**config.mk**
```make
export PLATFORM = sky130hd
export DESIGN_NAME = keypad_door_lock_controller
export DESIGN_NICKNAME = d
export VERILOG_FILES = /design/src/design/kdl_pkg.sv /design/src/design/keypad_door_lock_controller.sv /design/src/design/kdl_cfg_regs.sv /design/src/design/kdl_step.sv
export SDC_FILE = /design/constraint.sdc
export NUM_CORES = 1
export LEC_CHECK = 0
export ABC_AREA = 0
export BUFFER_PORTS_ARGS = -buffer_cell sky130_fd_sc_hd__buf_2
export CORE_ASPECT_RATIO = 0.6
export CORE_MARGIN = 3
export CORE_UTILIZATION = 25
export CTS_CLUSTER_DIAMETER = 200
export DETAILED_ROUTE_END_ITERATION = 7
export MAX_ROUTING_LAYER = met4
export PLACE_DENSITY_LB_ADDON = 0.1
export SETUP_SLACK_MARGIN = 0.02
export SKIP_CTS_REPAIR_TIMING = 1
export SLEW_MARGIN = 25
export SYNTH_ARGS = -nofsm -noshare
export SYNTH_HDL_FRONTEND = slang
export SYNTH_HIERARCHICAL = 1
export SYNTH_SLANG_ARGS = --single-unit
```
**constraint.sdc**
```tcl
create_clock -name aclk -period 2.6 [get_ports aclk]
set_input_delay 0.13 -clock aclk [delete_from_list [all_inputs] [get_ports aclk]]
set_output_delay 0.13 -clock aclk [all_outputs]
set_load 0.02 [all_outputs]
```
**src/design/kdl_pkg.sv**
```systemverilog
package kdl_pkg;

    localparam int CODE_LENGTH = 4;
    localparam int IDX_W       = (CODE_LENGTH > 1) ? $clog2(CODE_LENGTH) : 1;
    localparam int KEY_W       = 4;
    localparam int TICK_W      = 24;
    localparam int CFG_IDX_W   = 2;

    localparam logic [KEY_W-1:0] KEY_HASH = 4'd11;

    localparam logic [TICK_W-1:0] PRE_OPEN_RST   = 24'd400000;
    localparam logic [TICK_W-1:0] MOTOR_RUN_RST  = 24'd300000;
    localparam logic [TICK_W-1:0] OPEN_HOLD_RST  = 24'd855000;
    localparam logic [TICK_W-1:0] CLOSE_HOLD_RST = 24'd9500000;

    typedef enum logic [CFG_IDX_W-1:0] {
        REG_PRE_OPEN   = 2'd0,
        REG_MOTOR_RUN  = 2'd1,
        REG_OPEN_HOLD  = 2'd2,
        REG_CLOSE_HOLD = 2'd3
    } cfg_reg_t;

    typedef enum logic [7:0] {
        PH_AWAIT_HASH = 8'b0000_0001,
        PH_SET_CODE   = 8'b0000_0010,
        PH_ENTRY      = 8'b0000_0100,
        PH_PRE_OPEN   = 8'b0000_1000,
        PH_OPENING    = 8'b0001_0000,
        PH_HOLD       = 8'b0010_0000,
        PH_CLOSING    = 8'b0100_0000,
        PH_LOCKOUT    = 8'b1000_0000
    } phase_t;

    typedef enum logic [2:0] {
        MSG_NONE      = 3'd0,
        MSG_WRONG_KEY = 3'd1,
        MSG_NEW_CODE  = 3'd2,
        MSG_ENTER     = 3'd3,
        MSG_WRONG_CDE = 3'd4,
        MSG_OPENING   = 3'd5,
        MSG_CLOSING   = 3'd6
    } msg_t;

    typedef enum logic [1:0] {
        MOTOR_OFF     = 2'd0,
        MOTOR_FORWARD = 2'd1,
        MOTOR_REVERSE = 2'd2
    } motor_t;

    typedef enum logic [2:0] {
        PC_AWAIT_HASH = 3'd0,
        PC_SET_CODE   = 3'd1,
        PC_ENTRY      = 3'd2,
        PC_PRE_OPEN   = 3'd3,
        PC_OPENING    = 3'd4,
        PC_HOLD       = 3'd5,
        PC_CLOSING    = 3'd6,
        PC_LOCKOUT    = 3'd7
    } phase_code_t;

    typedef struct packed {
        logic             func;
        logic [KEY_W-1:0] key_code;
    } in_item_t;

    typedef struct packed {
        logic [1:0] motor_drive;
        logic       echo_star;
        logic [2:0] message;
        logic [2:0] lock_phase;
    } out_item_t;

    typedef struct packed {
        logic [TICK_W-1:0] pre_open_ticks;
        logic [TICK_W-1:0] motor_run_ticks;
        logic [TICK_W-1:0] open_hold_ticks;
        logic [TICK_W-1:0] close_hold_ticks;
    } timing_cfg_t;

    function automatic logic [TICK_W-1:0] duration_of(phase_t ph, timing_cfg_t cfg);
        logic [TICK_W-1:0] d;
        case (ph)
            PH_PRE_OPEN: d = cfg.pre_open_ticks;
            PH_OPENING:  d = cfg.motor_run_ticks;
            PH_HOLD:     d = cfg.open_hold_ticks;
            PH_CLOSING:  d = cfg.motor_run_ticks;
            PH_LOCKOUT:  d = cfg.close_hold_ticks;
            default:     d = '0;
        endcase
        return d;
    endfunction

    function automatic phase_code_t phase_code(phase_t ph);
        phase_code_t c;
        case (ph)
            PH_AWAIT_HASH: c = PC_AWAIT_HASH;
            PH_SET_CODE:   c = PC_SET_CODE;
            PH_ENTRY:      c = PC_ENTRY;
            PH_PRE_OPEN:   c = PC_PRE_OPEN;
            PH_OPENING:    c = PC_OPENING;
            PH_HOLD:       c = PC_HOLD;
            PH_CLOSING:    c = PC_CLOSING;
            PH_LOCKOUT:    c = PC_LOCKOUT;
            default:       c = PC_AWAIT_HASH;
        endcase
        return c;
    endfunction

endpackage

```
**src/design/keypad_door_lock_controller.sv**
```systemverilog
// Keypad door lock. Each transaction on s_ is a key press (func 0) or a timer tick
// (func 1) and gives exactly one transaction on m_ with motor drive, star echo,
// message and the phase after the step. Each goes through an input register,
// then a result register; one transaction is taken every cycle, and s_ready only
// drops while both registers hold data and m_ready is low. The whole lock FSM
// update sits between those two registers. Door timings are tick counts set
// through cfg_wr_en/cfg_index/cfg_wdata and take effect at the next phase load;
// write them only while the lock is quiet.
module keypad_door_lock_controller (
    input  logic                            aclk,
    input  logic                            aresetn,
    input  logic                            s_valid,
    output logic                            s_ready,
    input  kdl_pkg::in_item_t               s_item,
    output logic                            m_valid,
    input  logic                            m_ready,
    output kdl_pkg::out_item_t              m_item,
    input  logic                            cfg_wr_en,
    input  logic [kdl_pkg::CFG_IDX_W-1:0]   cfg_index,
    input  logic [kdl_pkg::TICK_W-1:0]      cfg_wdata
);

    logic                  in_valid_reg, in_valid_next;
    kdl_pkg::in_item_t     in_item_reg;
    logic                  out_valid_reg, out_valid_next;
    kdl_pkg::out_item_t    out_item_reg;
    logic                  advance;
    kdl_pkg::timing_cfg_t  timing_cfg;
    kdl_pkg::out_item_t    step_result;

    kdl_cfg_regs u_cfg (
        .aclk       (aclk),
        .aresetn    (aresetn),
        .cfg_wr_en  (cfg_wr_en),
        .cfg_index  (cfg_index),
        .cfg_wdata  (cfg_wdata),
        .timing_cfg (timing_cfg)
    );

    kdl_step u_step (
        .aclk       (aclk),
        .aresetn    (aresetn),
        .step_en    (advance),
        .item       (in_item_reg),
        .timing_cfg (timing_cfg),
        .result     (step_result)
    );

    assign advance = in_valid_reg && (!out_valid_reg || m_ready);
    assign s_ready = !in_valid_reg || advance;

    always_comb begin
        in_valid_next = s_ready ? s_valid : in_valid_reg;
        if (advance) begin
            out_valid_next = 1'b1;
        end else if (m_ready) begin
            out_valid_next = 1'b0;
        end else begin
            out_valid_next = out_valid_reg;
        end
    end

    always_ff @(posedge aclk) begin
        if (!aresetn) begin
            in_valid_reg  <= 1'b0;
            out_valid_reg <= 1'b0;
        end else begin
            in_valid_reg  <= in_valid_next;
            out_valid_reg <= out_valid_next;
        end
    end

    always_ff @(posedge aclk) begin
        if (s_valid && s_ready) in_item_reg  <= s_item;
        if (advance)            out_item_reg <= step_result;
    end

    assign m_valid = out_valid_reg;
    assign m_item  = out_item_reg;

endmodule

```
**src/design/kdl_cfg_regs.sv**
```systemverilog
module kdl_cfg_regs (
    input  logic                            aclk,
    input  logic                            aresetn,
    input  logic                            cfg_wr_en,
    input  logic [kdl_pkg::CFG_IDX_W-1:0]   cfg_index,
    input  logic [kdl_pkg::TICK_W-1:0]      cfg_wdata,
    output kdl_pkg::timing_cfg_t            timing_cfg
);

    kdl_pkg::timing_cfg_t cfg_reg;

    always_ff @(posedge aclk) begin
        if (!aresetn) begin
            cfg_reg.pre_open_ticks   <= kdl_pkg::PRE_OPEN_RST;
            cfg_reg.motor_run_ticks  <= kdl_pkg::MOTOR_RUN_RST;
            cfg_reg.open_hold_ticks  <= kdl_pkg::OPEN_HOLD_RST;
            cfg_reg.close_hold_ticks <= kdl_pkg::CLOSE_HOLD_RST;
        end else if (cfg_wr_en) begin
            case (kdl_pkg::cfg_reg_t'(cfg_index))
                kdl_pkg::REG_PRE_OPEN:   cfg_reg.pre_open_ticks   <= cfg_wdata;
                kdl_pkg::REG_MOTOR_RUN:  cfg_reg.motor_run_ticks  <= cfg_wdata;
                kdl_pkg::REG_OPEN_HOLD:  cfg_reg.open_hold_ticks  <= cfg_wdata;
                kdl_pkg::REG_CLOSE_HOLD: cfg_reg.close_hold_ticks <= cfg_wdata;
                default: ;
            endcase
        end
    end

    assign timing_cfg = cfg_reg;

endmodule

```
**src/design/kdl_step.sv**
```systemverilog
module kdl_step (
    input  logic                  aclk,
    input  logic                  aresetn,
    input  logic                  step_en,
    input  kdl_pkg::in_item_t     item,
    input  kdl_pkg::timing_cfg_t  timing_cfg,
    output kdl_pkg::out_item_t    result
);

    kdl_pkg::phase_t                  phase_reg, phase_next;
    logic [kdl_pkg::IDX_W-1:0]        digit_reg, digit_next;
    logic [kdl_pkg::TICK_W-1:0]       timer_reg, timer_next;
    logic [kdl_pkg::KEY_W-1:0]        stored_reg  [kdl_pkg::CODE_LENGTH];
    logic [kdl_pkg::KEY_W-1:0]        entered_reg [kdl_pkg::CODE_LENGTH];

    logic                             wr_stored;
    logic                             wr_entered;
    logic                             last_digit;
    logic                             code_match;
    logic                             echo;
    kdl_pkg::msg_t                    msg;
    kdl_pkg::motor_t                  motor;

    assign last_digit = (digit_reg == kdl_pkg::IDX_W'(kdl_pkg::CODE_LENGTH - 1));

    // last key of the entry is compared before it lands in the register
    always_comb begin
        code_match = 1'b1;
        for (int i = 0; i < kdl_pkg::CODE_LENGTH; i++) begin
            if (digit_reg == kdl_pkg::IDX_W'(i)) begin
                if (stored_reg[i] != item.key_code) code_match = 1'b0;
            end else if (stored_reg[i] != entered_reg[i]) begin
                code_match = 1'b0;
            end
        end
    end

    always_comb begin
        phase_next = phase_reg;
        digit_next = digit_reg;
        timer_next = timer_reg;
        wr_stored  = 1'b0;
        wr_entered = 1'b0;
        echo       = 1'b0;
        msg        = kdl_pkg::MSG_NONE;

        if (phase_reg inside {kdl_pkg::PH_PRE_OPEN, kdl_pkg::PH_OPENING, kdl_pkg::PH_HOLD,
                              kdl_pkg::PH_CLOSING, kdl_pkg::PH_LOCKOUT}) begin
            if (item.func) begin
                if (timer_reg > kdl_pkg::TICK_W'(1)) begin
                    timer_next = timer_reg - kdl_pkg::TICK_W'(1);
                end else begin
                    case (phase_reg)
                        kdl_pkg::PH_PRE_OPEN: phase_next = kdl_pkg::PH_OPENING;
                        kdl_pkg::PH_OPENING:  phase_next = kdl_pkg::PH_HOLD;
                        kdl_pkg::PH_HOLD: begin
                            phase_next = kdl_pkg::PH_CLOSING;
                            msg        = kdl_pkg::MSG_CLOSING;
                        end
                        kdl_pkg::PH_CLOSING:  phase_next = kdl_pkg::PH_LOCKOUT;
                        default: begin
                            phase_next = kdl_pkg::PH_ENTRY;
                            msg        = kdl_pkg::MSG_ENTER;
                        end
                    endcase
                    timer_next = kdl_pkg::duration_of(phase_next, timing_cfg);
                    if (phase_next == kdl_pkg::PH_ENTRY) digit_next = '0;
                end
            end
        end else if (!item.func) begin
            case (phase_reg)
                kdl_pkg::PH_AWAIT_HASH: begin
                    if (item.key_code == kdl_pkg::KEY_HASH) begin
                        phase_next = kdl_pkg::PH_SET_CODE;
                        digit_next = '0;
                        msg        = kdl_pkg::MSG_NEW_CODE;
                    end else begin
                        msg = kdl_pkg::MSG_WRONG_KEY;
                    end
                end
                default: begin
                    echo       = 1'b1;
                    wr_stored  = (phase_reg == kdl_pkg::PH_SET_CODE);
                    wr_entered = (phase_reg != kdl_pkg::PH_SET_CODE);
                    digit_next = digit_reg + kdl_pkg::IDX_W'(1);
                    if (last_digit) begin
                        digit_next = '0;
                        if (phase_reg == kdl_pkg::PH_SET_CODE) begin
                            phase_next = kdl_pkg::PH_ENTRY;
                            msg        = kdl_pkg::MSG_ENTER;
                        end else if (code_match) begin
                            phase_next = kdl_pkg::PH_PRE_OPEN;
                            timer_next = kdl_pkg::duration_of(kdl_pkg::PH_PRE_OPEN,
                                                              timing_cfg);
                            msg        = kdl_pkg::MSG_OPENING;
                        end else begin
                            msg = kdl_pkg::MSG_WRONG_CDE;
                        end
                    end
                end
            endcase
        end

        case (phase_next)
            kdl_pkg::PH_OPENING: motor = kdl_pkg::MOTOR_FORWARD;
            kdl_pkg::PH_CLOSING: motor = kdl_pkg::MOTOR_REVERSE;
            default:             motor = kdl_pkg::MOTOR_OFF;
        endcase
    end

    always_ff @(posedge aclk) begin
        if (!aresetn) begin
            phase_reg <= kdl_pkg::PH_AWAIT_HASH;
            digit_reg <= '0;
            timer_reg <= '0;
        end else if (step_en) begin
            phase_reg <= phase_next;
            digit_reg <= digit_next;
            timer_reg <= timer_next;
        end
    end

    always_ff @(posedge aclk) begin
        if (step_en && wr_stored)  stored_reg[digit_reg]  <= item.key_code;
        if (step_en && wr_entered) entered_reg[digit_reg] <= item.key_code;
    end

    assign result.motor_drive = motor;
    assign result.echo_star   = echo;
    assign result.message     = msg;
    assign result.lock_phase  = kdl_pkg::phase_code(phase_next);

endmodule

```
Word-level counts from Yosys, hierarchy flattened
Memories as Yosys holds them, arrays and structs flattened.
Cells that the tools add are included.

storage, ports and cells
  bits in registers = 146
  bits in writable memories = 32
  input bits = 36
  output and inout port bits = 11
  word-level logic and storage cells = 153
  memories kept = 2

memory list
  memory              depth  bits a word  read ports  clocked after memory_dff  wr ports  line            text
  u_step.entered_reg  4      4            4           0                         1         kdl_step.sv:14  logic [kdl_pkg::KEY_W-1:0] entered_reg [kdl_pkg::CODE_LENGTH];
  u_step.stored_reg   4      4            4           0                         1         kdl_step.sv:13  logic [kdl_pkg::KEY_W-1:0] stored_reg [kdl_pkg::CODE_LENGTH];

operators by class
  add/subtract/negate cells = 2
  order comparisons = 1
  eq/ne operators = 43
  muxes and demuxes = 67
  reductions and logical operators = 23

operator list
  operator                                                                           number
  24-bit two-way mux                                                                 8
  8-bit two-way mux                                                                  12
  24-bit case mux with 4 select lines                                                1
  4-bit inequality test                                                              8
  8-bit case mux with 4 select lines                                                 1
  1-bit two-way mux                                                                  26
  8-bit by 4-bit equality test with 1-bit output (second input constant)             3
  8-bit by 5-bit equality test with 1-bit output (second input constant)             3
  8-bit by 6-bit equality test with 1-bit output (second input constant)             3
  8-bit by 7-bit equality test with 1-bit output (second input constant)             3
  8-bit equality test (second input constant)                                        3
  24-bit by 1-bit greater-than comparator with 1-bit output (second input constant)  1
  24-bit by 1-bit subtractor with 24-bit output (second input constant)              1
  3-bit two-way mux                                                                  7
  3-bit case mux with 7 select lines                                                 1
  2-bit two-way mux                                                                  9
  8-bit by 2-bit equality test with 1-bit output (second input constant)             2
  8-bit by 3-bit equality test with 1-bit output (second input constant)             2
  2-bit inequality test (second input constant)                                      5
  2-bit equality test (second input constant)                                        4
  8-bit by 1-bit equality test with 1-bit output (second input constant)             1
  8-bit by 2-bit inequality test with 1-bit output (second input constant)           1
  2-bit AND reduction                                                                4
  7-bit AND reduction                                                                1
  other kinds (16)                                                                   26

Logic depth before layout (Yosys ltp)
Gate-level depths: netlist (run 1).
An unclocked memory read counts as a cell.

  depth in word-level cells = 18
  depth in mapped cells = 13

Cells and area by module
The synthesis (run 1) kept the hierarchy.

modules (own cells, without submodules)
  module                       times used  cells each  area each (um^2)  sequential area each (um^2)
  kdl_step                     1           545         4,490.6           1,521.5
  kdl_cfg_regs                 1           370         3,757.4           1,921.8
  keypad_door_lock_controller  1           23          524.3             460.4

Worst setup path after synthesis (run 1)
Ideal clock, no wire load.

  kind = flip-flop to flip-flop
  start point = register in_item_reg[3] in the netlist's numbering
  end point = register out_item_reg, in the netlist m_item[0] (data pin)
  arrival time = 2.531 ns
  slack = -0.196 ns
  stages on the path, launching flop included = 9
  path buffers = 1
  period minus slack after synthesis = 2.796 ns
  cell sequence = edfxtp_1 > clkbuf_1 > xor2_1 > nor4_1 > mux2i_1 > or4_1 > a31oi_1 > nor3_2 > or3_1

RTL lines
  element                   line                               text
  start: declaration        keypad_door_lock_controller.sv:24  kdl_pkg::in_item_t in_item_reg;
  start signal: assignment  keypad_door_lock_controller.sv:74  if (s_valid && s_ready) in_item_reg <= s_item;
  end signal: assignment    keypad_door_lock_controller.sv:75  if (advance) out_item_reg <= step_result;
  end: declaration          keypad_door_lock_controller.sv:26  kdl_pkg::out_item_t out_item_reg;

==> results.toml, run 1 <==
[route]
vias = 7479
routed-wl-met2_mm = 11.0
totalWireLength_mm = 29.3
detail_route.drc_violations = 0
detail_route.wl_per_cell_um = 18.6
drt-initial-drc-count = 511
antenna_left = 0
post_drt_via_cell_ratio = 4.74
routed.top_layer = "met4"
met3WireLength_mm = 1.09
routedLengthMet1_mm = 16.9
detail_route.first_pass.iterations = 7

[yosys]
postSynthCellCount = 938
synth_edf_count = 42
adder_and_majority_cell_fraction_of_the_synthesized_area = 0.0114
synth_xor_area_frac = 0.0429
synth_mux_area_frac = 0.103
compound_gate_fraction_of_synth_area = 0.141
synth-async-reset-ratio = 0
mean_post_synth_cell_area_um2 = 9.35
yosys_warnings = 6
synth.yosys.seq_area_share = 0.445
syn_nets = 982
post_synth_instance_area_um2 = 8770
post_synth_and_or_nand_nor_area_fraction = 0.205
dominantRegCellSynth = "sky130_fd_sc_hd__dfxtp_1"
yosys.cell_types.count = 70
synth.ff_latch_count = 174
main_combinational_cell_family_by_area_after_synthesis = "simple AND/OR/NAND/NOR gates"

[timing]
worst_slew_margin_rel = 0.442
clock_skew_ns = 0.0126
grt_setup_unrepaired = "yes"
number_of_pins_with_negative_max_slew_slack_in_the_final_report = 0
final_period_minus_worst_setup_slack_ns = 2.79
final.period_utilization = 1.07
max_slew.worst_pin.slew_ns = 0.835
max_clk_rate_mhz = 358
finalWorstSetupSlack_ns = -0.193
final.hold.worst_slack_ns = -0.0130
report.final.setup_viol = 33
hold_viol = 2

[final_layout]
most-common-layout-cells = "sky130_fd_sc_hd__buf_4, sky130_fd_sc_hd__dfxtp_1, sky130_fd_sc_hd__nand2_1"
largest_reg_flops = 96
final_common_cell = "sky130_fd_sc_hd__buf_4"
antennaDiodeCount = 0
final_net_count = 1151
post_route_cells_drive_above_1_share = 0.280
area_delta_synth_final_pct = 34.7

[worst_setup_path]
setup.worst_path.start_class = "register"
crit_fanout = 7
timing.critical_path.to_type = "register"
required_ns = 2.87
type_of_the_worst_setup_path = "reg -> reg"
timing.critical_path.arrival_ns = 3.06

[power]
power_leakage_nw = 4.79
total_power_w = 0.00652
p_int_w = 0.00466
power.switching_fraction = 0.285
net-switching-power_w = 0.00186
ir_drop_uv = 467
sequentialPowerShare = 0.447
clkPwrFrac = 0.382
power.density_nw_per_um2 = 552
share_comb_of_total_power = 0.171

[job]
max_cap_viol_count = 0

[global_routing]
grt_remaining_overflow = 0
first_pass_grt_wire_length_mm = 44.6
vias_in_the_first_global_route = 7211
grt_max_degree = 149
number_of_antenna_violations_at_the_first_check_in_global_routing = 0
grt_usage = 0.163

[hold_path]
worstHoldPathType = "in -> reg"

[die]
floorplan.io_pins = 47
design.die.area_um2 = 37400
die_h_um = 151
dieWidth_um = 248
placement_rows = 52
start_util = 0.257
fp.coreArea_um2 = 34200

[cts]
clkTransAtPathRegs_ns = 0.07
cts_tree = "done"
clock_latency_ns = 0.45
clock_path_buffers = 2
cts_inserted_buffers = 17
cts.htree.levels = 4
cts_sinks = 174
clockRootBuffer = "sky130_fd_sc_hd__clkbuf_16"

[placed_design]
detailedPlacementHpwl_mm = 20.9
gp_routability_congestion = 0.829
io_buffer_count = 46

[outcome]
violated_checks = "negative hold slack, negative setup slack"
result_of_the_run = "complete, but fails checks"
==> final cells by class <==
class	count	area, µm²
Clock buffer	20	437
Fill cell	3524	22300
Clock inverter	12	113
Inverter	27	101
Sequential cell	174	3910
Tap cell	459	574
Timing Repair Buffer	223	1870
Multi-Input combinational cell	664	4820
==> worst max-delay path, stage by stage (launching register included) <==
cell                       delay (ns)
sky130_fd_sc_hd__edfxtp_1        0.38
sky130_fd_sc_hd__buf_6           0.15
sky130_fd_sc_hd__xor2_1          0.17
sky130_fd_sc_hd__nor4_2          0.29
sky130_fd_sc_hd__mux2i_1         0.15
sky130_fd_sc_hd__or4_4           0.59
sky130_fd_sc_hd__buf_12          0.16
sky130_fd_sc_hd__a31oi_4         0.24
sky130_fd_sc_hd__a31oi_1         0.10
sky130_fd_sc_hd__buf_4           0.17
sky130_fd_sc_hd__o31ai_1         0.23
==> through the flow <==
step                      cell area (µm²)  TNS (ns)  setup slack (ns)  std cells   util
after floorplan                      8820    -0.429            -0.126        938      -
after global placement              10400     -2.10            -0.155       1509  0.305
after detailed placement            10400     -3.41            -0.193       1509  0.305
after CTS                           11000     -3.99            -0.202       1541  0.321
after global routing                11800     -7.60            -0.315       1579  0.346
final                               11800     -3.90            -0.193       1579  0.346
==> power groups by stage <==
stage	Sequential (W)	Clock, W	Combinational [W]
after detailed placement	0.00297	0	0.00100
after global routing	0.00292	0.00270	0.00122
final	0.00291	0.00249	0.00111
after CTS	0.00291	0.00258	0.00101
after floorplan	0.00297	0	0.000582
after global placement	0.00297	0	0.00101
==> layer usage <==
layer | track usage | vias to the layer above
met3 | 0.0281 | 12
li1 | - | 3749
met5 | - | -
met4 | 0.0402 | 0
met2 | 0.202 | 115
met1 | 0.261 | 3603
==> path summary, 6_finish.rpt <==
check | slack, ns | cells past startpoint | endpoint | startpoint
max | -0.19 | 10 | m_item[1] | in_item_reg[3]
min | -0.01 | 3 | u_cfg/timing_cfg[15] | cfg_wdata[15]
max reg2reg | -0.19 | 10 | m_item[1] | in_item_reg[3]
min reg2reg | 0.46 | 2 | u_cfg/timing_cfg[67] | u_cfg/timing_cfg[67]
==> cells in the mapped netlist (all sizes together) (3+ instances only) <==
library cell	count	share of area
nor3	29	0.018
nand4	11	0.0078
nand2b	5	0.0036
o31ai	6	0.0051
a311oi	3	0.0030
nand3b	3	0.0044
a21oi	33	0.019
nand3	15	0.0091
buf	27	0.021
o21ai	22	0.013
nand4b	6	0.0060
nor3b	4	0.0034
clkbuf	46	0.020
a211oi	24	0.021
a22o	4	0.0040
nor2	60	0.026
xnor2	9	0.0090
o21a	4	0.0034
or3	10	0.0077
or4	5	0.0047
xor2	34	0.034
and3	8	0.0057
nor2b	40	0.029
ha	8	0.011
nor4	18	0.014
nand2	128	0.056
inv	27	0.012
o211ai	20	0.017
and2	3	0.0021
edfxtp	42	0.14
a31oi	7	0.0050
a222oi	24	0.027
a22oi	5	0.0043
mux2i	90	0.10
dfxtp	132	0.30
a21o	3	0.0026
==> cells by family after synthesis <==
family,count (synthesis)
compound gates,171
flops,174
xor+xnor,43
fa+ha+maj,8
simple gates,352
mux,90
buf+inv,100
No activity file was read; power rests on OpenSTA's default activity.
==> run 2: changes to the inputs <==
Clock period 2.6 ns to 3 ns, I/O delays scaled along.
==> run 2 against run 1 <==
Compared with the run above: the flow finishes with violations (negative hold slack); routed wire length shrank 5.0%; combinational power fell by 28%; cell count decreased by 5.4%; global-route usage is 0.51 points lower; setup slack gained 0.36 ns; design area fell by 10%; clock power down 12%; core utilization is 3.5 points lower.
==> results.toml, run 2 (synthesis gave the netlist of run 1 again) <==
[cts]
clock_path_buffers = 2
clockRootBuffer = "sky130_fd_sc_hd__clkbuf_16"
clkTransAtPathRegs_ns = 0.07
cts_sinks = 174
cts_tree = "done"
cts_inserted_buffers = 17
clock_latency_ns = 0.45
cts.htree.levels = 4

[worst_setup_path]
slack_of_the_worst_reg_to_reg_path_ns = 0.17
regToRegEndpoint = "m_item[2]"
ff2ff_path_depth = 8
type_of_the_worst_setup_path = "reg -> reg"
crit_fanout = 5
timing.critical_path.to_type = "register"
timing.critical_path.arrival_ns = 3.09
reg2reg_from = "u_step/timer_reg[16]"
setup.worst_path.start_class = "register"
cp-startpoint = "u_step/timer_reg[16]"
required_ns = 3.26

[route]
totalWireLength_mm = 27.8
vias = 7171
post_drt_via_cell_ratio = 4.80
antenna_left = 0
detail_route.first_pass.iterations = 6
detail_route.wl_per_cell_um = 18.6
drt-initial-drc-count = 662
detail_route.drc_violations = 0

[final_layout]
multi_input_comb_area_um2 = 4470
largest_reg_flops = 96
filler_cell_count = 3604
utilization = 0.311
final_net_count = 1065
most-common-layout-cells = "sky130_fd_sc_hd__dfxtp_1, sky130_fd_sc_hd__nand2_1, sky130_fd_sc_hd__mux2i_1"
final_common_cell = "sky130_fd_sc_hd__dfxtp_1"
final-seq-area_um2 = 3900
post_route_cells_drive_above_1_share = 0.171
area_delta_synth_final_pct = 21.1

[placed_design]
gp_routability_congestion = 0.783
detailedPlacementHpwl_mm = 20.2
io_buffer_count = 46

[global_routing]
grt_usage = 0.158
grt_remaining_overflow = 0
grt_max_degree = 125
first_pass_grt_wire_length_mm = 42.9
number_of_antenna_violations_at_the_first_check_in_global_routing = 1
vias_in_the_first_global_route = 6866

[outcome]
violated_checks = "negative hold slack"
result_of_the_run = "complete, but fails checks"

[die]
floorplan.io_pins = 47
design.die.area_um2 = 37400
start_util = 0.257
dieWidth_um = 248
placement_rows = 52
die_h_um = 151
fp.coreArea_um2 = 34200

[hold_path]
hold_path_startpoint = "cfg_wdata[13]"
whs_endpoint = "u_cfg/timing_cfg[13]"
worstHoldPathType = "in -> reg"
instance_count_along_the_most_critical_hold_path = 3

[timing]
report.final.setup_viol = 0
max_slew.worst_pin.slew_ns = 1.01
final.hold.worst_slack_ns = -0.0153
fin_tns_setup_ns = 0
final_period_minus_worst_setup_slack_ns = 2.83
grt_setup_unrepaired = "no"
number_of_pins_with_negative_max_slew_slack_in_the_final_report = 0
worst_slew_margin_rel = 0.327
max_clk_rate_mhz = 353
final.period_utilization = 0.945
hold_viol = 4
clock_skew_ns = 0.00955

[power]
power_leakage_nw = 4.24
ir_drop_uv = 440
power.density_nw_per_um2 = 521

[job]
max_cap_viol_count = 0
==> run 2: critical path, cell delays in order (launching register included) <==
cell and delay (ns):
sky130_fd_sc_hd__dfxtp_1 0.34, sky130_fd_sc_hd__or4_1 0.60, sky130_fd_sc_hd__or3_4 0.38, sky130_fd_sc_hd__nor3_4 0.27, sky130_fd_sc_hd__nand2_4 0.12, sky130_fd_sc_hd__o2bb2ai_2 0.14, sky130_fd_sc_hd__or4_4 0.53, sky130_fd_sc_hd__a21o_1 0.19
sky130_fd_sc_hd__o31ai_1 0.07
==> run 2: area by class of cell <==
class / instances / area share
Antenna cell: 1 / 0.000236
Clock buffer: 21 / 0.0433
Clock inverter: 11 / 0.00978
Inverter: 27 / 0.00954
Multi-Input combinational cell: 664 / 0.421
Sequential cell: 174 / 0.367
Tap cell: 459 / 0.0541
Timing Repair Buffer: 137 / 0.0948
==> run 2: per-stage QoR <==
stage	total power (W)	std cells	area [µm²]	worst slack, ns
after floorplan	0.00307	938	8770	0.204
after global placement	0.00337	1442	9840	0.0512
after detailed placement	0.00336	1442	9840	0.0439
after CTS	0.00560	1474	10400	0.0231
after global routing	0.00580	1494	10600	0.0325
final	0.00554	1494	10600	0.166
==> run 2: how the worst max path moves through the flow <==
stage / endpoint / cells past startpoint
finish: m_item[2] / 8
global route: u_step/timer_reg[18] / 9
CTS: m_item[2] / 9
detailed placement: m_item[2] / 9
global placement: m_item[1] / 9
floorplan: m_item[0] / 8
==> run 2: where the power goes <==
group / switching [W] / leakage (nW) / internal, W
registers: 0.0000571 / 1.46 / 0.00247
logic: 0.000488 / 2.50 / 0.000315
clock network: 0.00100 / 0.280 / 0.00120
total: 0.00155 / 4.24 / 0.00399
==> run 2: per-layer routing <==
layer  GRT usage  vias up  wire, µm  share of wire
met1       0.248     3431     15900           0.57
met5           -        -         0              0
li1            -     3572         -              -
met4      0.0358        0       238         0.0085
met2       0.199      150     10400           0.37
met3      0.0324       18      1260          0.045
==> run 3: changes to the inputs <==
Settings changed: CORE_MARGIN 3 to 5, MAX_ROUTING_LAYER met4 to default, SLEW_MARGIN 25 to default.
==> run 3 against run 2 <==
Compared with the run above: the run still ends with negative hold slack left; register-to-register slack got worse by 0.03 ns; sequential power is essentially flat; count of clock-buffer cells in the layout is 2 lower; sequential share of layout area shrank 0.052 points; clock power is 5% higher; critical path depth grew 2; design area up 0.14%; clock skew is 0.00085 ns lower; maximum frequency shrank 1.0%; setup slack got worse by 0.030 ns; routed wire length increased by 0.44%; die area is 4.3% higher; critical endpoint is now m_item[1]; largest power group unchanged.
==> results.toml, run 3 (synthesis gave the netlist of run 1 again) <==
[route]
antenna_left = 0
drt-initial-drc-count = 549
detail_route.drc_violations = 0
post_drt_via_cell_ratio = 4.87
totalWireLength_mm = 28.0
vias = 7290
detail_route.wl_per_cell_um = 18.7
detail_route.first_pass.iterations = 6

[final_layout]
area_delta_synth_final_pct = 21.3
utilization = 0.306
multi_input_comb_area_um2 = 4490
largest_reg_flops = 96
final_common_cell = "sky130_fd_sc_hd__dfxtp_1"
post_route_cells_drive_above_1_share = 0.169
most-common-layout-cells = "sky130_fd_sc_hd__dfxtp_1, sky130_fd_sc_hd__nand2_1, sky130_fd_sc_hd__mux2i_1"
final_net_count = 1060
antennaDiodeCount = 0
filler_cell_count = 3647
final-seq-area_um2 = 3900

[placed_design]
detailedPlacementHpwl_mm = 19.8
gp_routability_congestion = 0.850
io_buffer_count = 46
setup_slack_after_placement_ns = 0.0299

[power]
power_leakage_nw = 4.22
net-switching-power_w = 0.00155
power.density_nw_per_um2 = 532
power.switching_fraction = 0.274
sequentialPowerShare = 0.447
p_int_w = 0.00411
ir_drop_uv = 365
share_comb_of_total_power = 0.143
clkPwrFrac = 0.410

[global_routing]
vias_in_the_first_global_route = 6988
grt_max_degree = 52
number_of_antenna_violations_at_the_first_check_in_global_routing = 0
grt_usage = 0.142
grt_remaining_overflow = 0
first_pass_grt_wire_length_mm = 43.0

[worst_setup_path]
worst_path_largest_cell_delay_ns = 0.57
slack_of_the_worst_reg_to_reg_path_ns = 0.14
crit_fanout = 8
critical_path.n_buffers_inverters = 3
setup.worst_path.start_class = "register"
critical_path_cell_count = 10
path_delay_family = "simple AND/OR/NAND/NOR gates"
ff2ff_path_depth = 10
type_of_the_worst_setup_path = "reg -> reg"
critical_path.cell_chain = "xor2_1 > nor4_1 > mux2i_1 > or4_4 > buf_4 > a31oi_2 > buf_4 > a31oi_1 > buf_4 > o31ai_1"
required_ns = 3.26
timing.critical_path.arrival_ns = 3.12
critical_path.most_common_cell = "sky130_fd_sc_hd__buf_4"
timing.critical_path.to_type = "register"
timing.critical_path.slowest_stage_cell = "sky130_fd_sc_hd__or4_4"

[timing]
final.hold.worst_slack_ns = -0.0132
finalWorstSetupSlack_ns = 0.136
final.period_utilization = 0.955
worst_slew_margin_rel = 0.359
report.final.setup_viol = 0
max_clk_rate_mhz = 349
number_of_pins_with_negative_max_slew_slack_in_the_final_report = 0
max_slew.worst_pin.slew_ns = 0.961
clock_skew_ns = 0.00870
final_period_minus_worst_setup_slack_ns = 2.86
grt_setup_unrepaired = "no"
hold_viol = 2

[cts]
clock_latency_ns = 0.44
clkTransAtPathRegs_ns = 0.07
clock_path_buffers = 2
clockRootBuffer = "sky130_fd_sc_hd__clkbuf_16"
cts_sinks = 174
cts.htree.levels = 4
cts_tree = "done"
cts_inserted_buffers = 17

[hold_path]
worstHoldPathType = "in -> reg"
instance_count_along_the_most_critical_hold_path = 3

[die]
placement_rows = 53
die_h_um = 155
floorplan.io_pins = 47
fp.coreArea_um2 = 34800
design.die.area_um2 = 39100
start_util = 0.252
dieWidth_um = 252

[outcome]
result_of_the_run = "complete, but fails checks"
violated_checks = "negative hold slack"

[job]
max_cap_viol_count = 0
==> run 3: changes by cell type in the layout (fill, tap and decap cells not counted), moves of 2 or more <==
cell	before	now
sky130_fd_sc_hd__clkinvlp_4	1	4
sky130_fd_sc_hd__dlygate4sd3_1	15	12
sky130_fd_sc_hd__buf_4	72	70
sky130_fd_sc_hd__bufinv_16	1	3
sky130_fd_sc_hd__clkbuf_8	2	0
sky130_fd_sc_hd__clkinv_1	0	2
sky130_fd_sc_hd__clkinv_2	2	0
sky130_fd_sc_hd__inv_4	2	0
sky130_fd_sc_hd__or4_1	4	2
sky130_fd_sc_hd__or4_4	1	3
==> run 3: routing by layer <==
layer	track usage	wire length (µm)	vias to the layer above
met3	0.0334	1350	11
met2	0.187	10900	167
met1	0.231	15500	3554
li1	-	-	3558
met5	0	0	-
met4	0.0284	207	0
==> run 3: power groups by stage <==
| stage | combinational [W] | clock (W) | sequential [W] |
|---|---|---|---|
| after floorplan | 0.000500 | 0 | 0.00257 |
| after global placement | 0.000783 | 0 | 0.00259 |
| after detailed placement | 0.000779 | 0 | 0.00258 |
| after CTS | 0.000782 | 0.00241 | 0.00253 |
| after global routing | 0.000897 | 0.00249 | 0.00254 |
| final | 0.000806 | 0.00232 | 0.00253 |
==> run 3: worst min-delay path, delay by kind of cell <==
kind / cells / cell delay, ns
AO/OA/AOI/OAI: 1 / 0.09
buffers and inverters: 1 / 0.09
AND/OR/NAND/NOR: 1 / 0.07
==> run 3: layout make-up <==
cell class,count,share of cell area
inverters,27,0.00953
well taps,467,0.0549
clock buffers,19,0.0407
repair buffers,132,0.0904
multi-input cells,664,0.422
clock inverters,13,0.0153
flip-flops and latches,174,0.367
==> run 3: path summary, 6_finish.rpt <==
check                       start              endpoint
max                in_item_reg[1]             m_item[1]
min                 cfg_wdata[14]  u_cfg/timing_cfg[14]
max reg2reg        in_item_reg[1]             m_item[1]
min reg2reg  u_cfg/timing_cfg[26]  u_cfg/timing_cfg[26]
==> run 3: through the flow <==
step | total power, W | instance area, µm² | TNS (ns) | std cells | hold WS, ns
final | 0.00565 | 10600 | 0 | 1496 | -0.0132
after detailed placement | 0.00336 | 9810 | 0 | 1444 | 0.332
after floorplan | 0.00307 | 8770 | 0 | 938 | 0.249
after global routing | 0.00593 | 10600 | 0 | 1496 | 0.00247
after CTS | 0.00572 | 10400 | 0 | 1476 | -0.143
after global placement | 0.00337 | 9810 | -0.258 | 1444 | 0.327
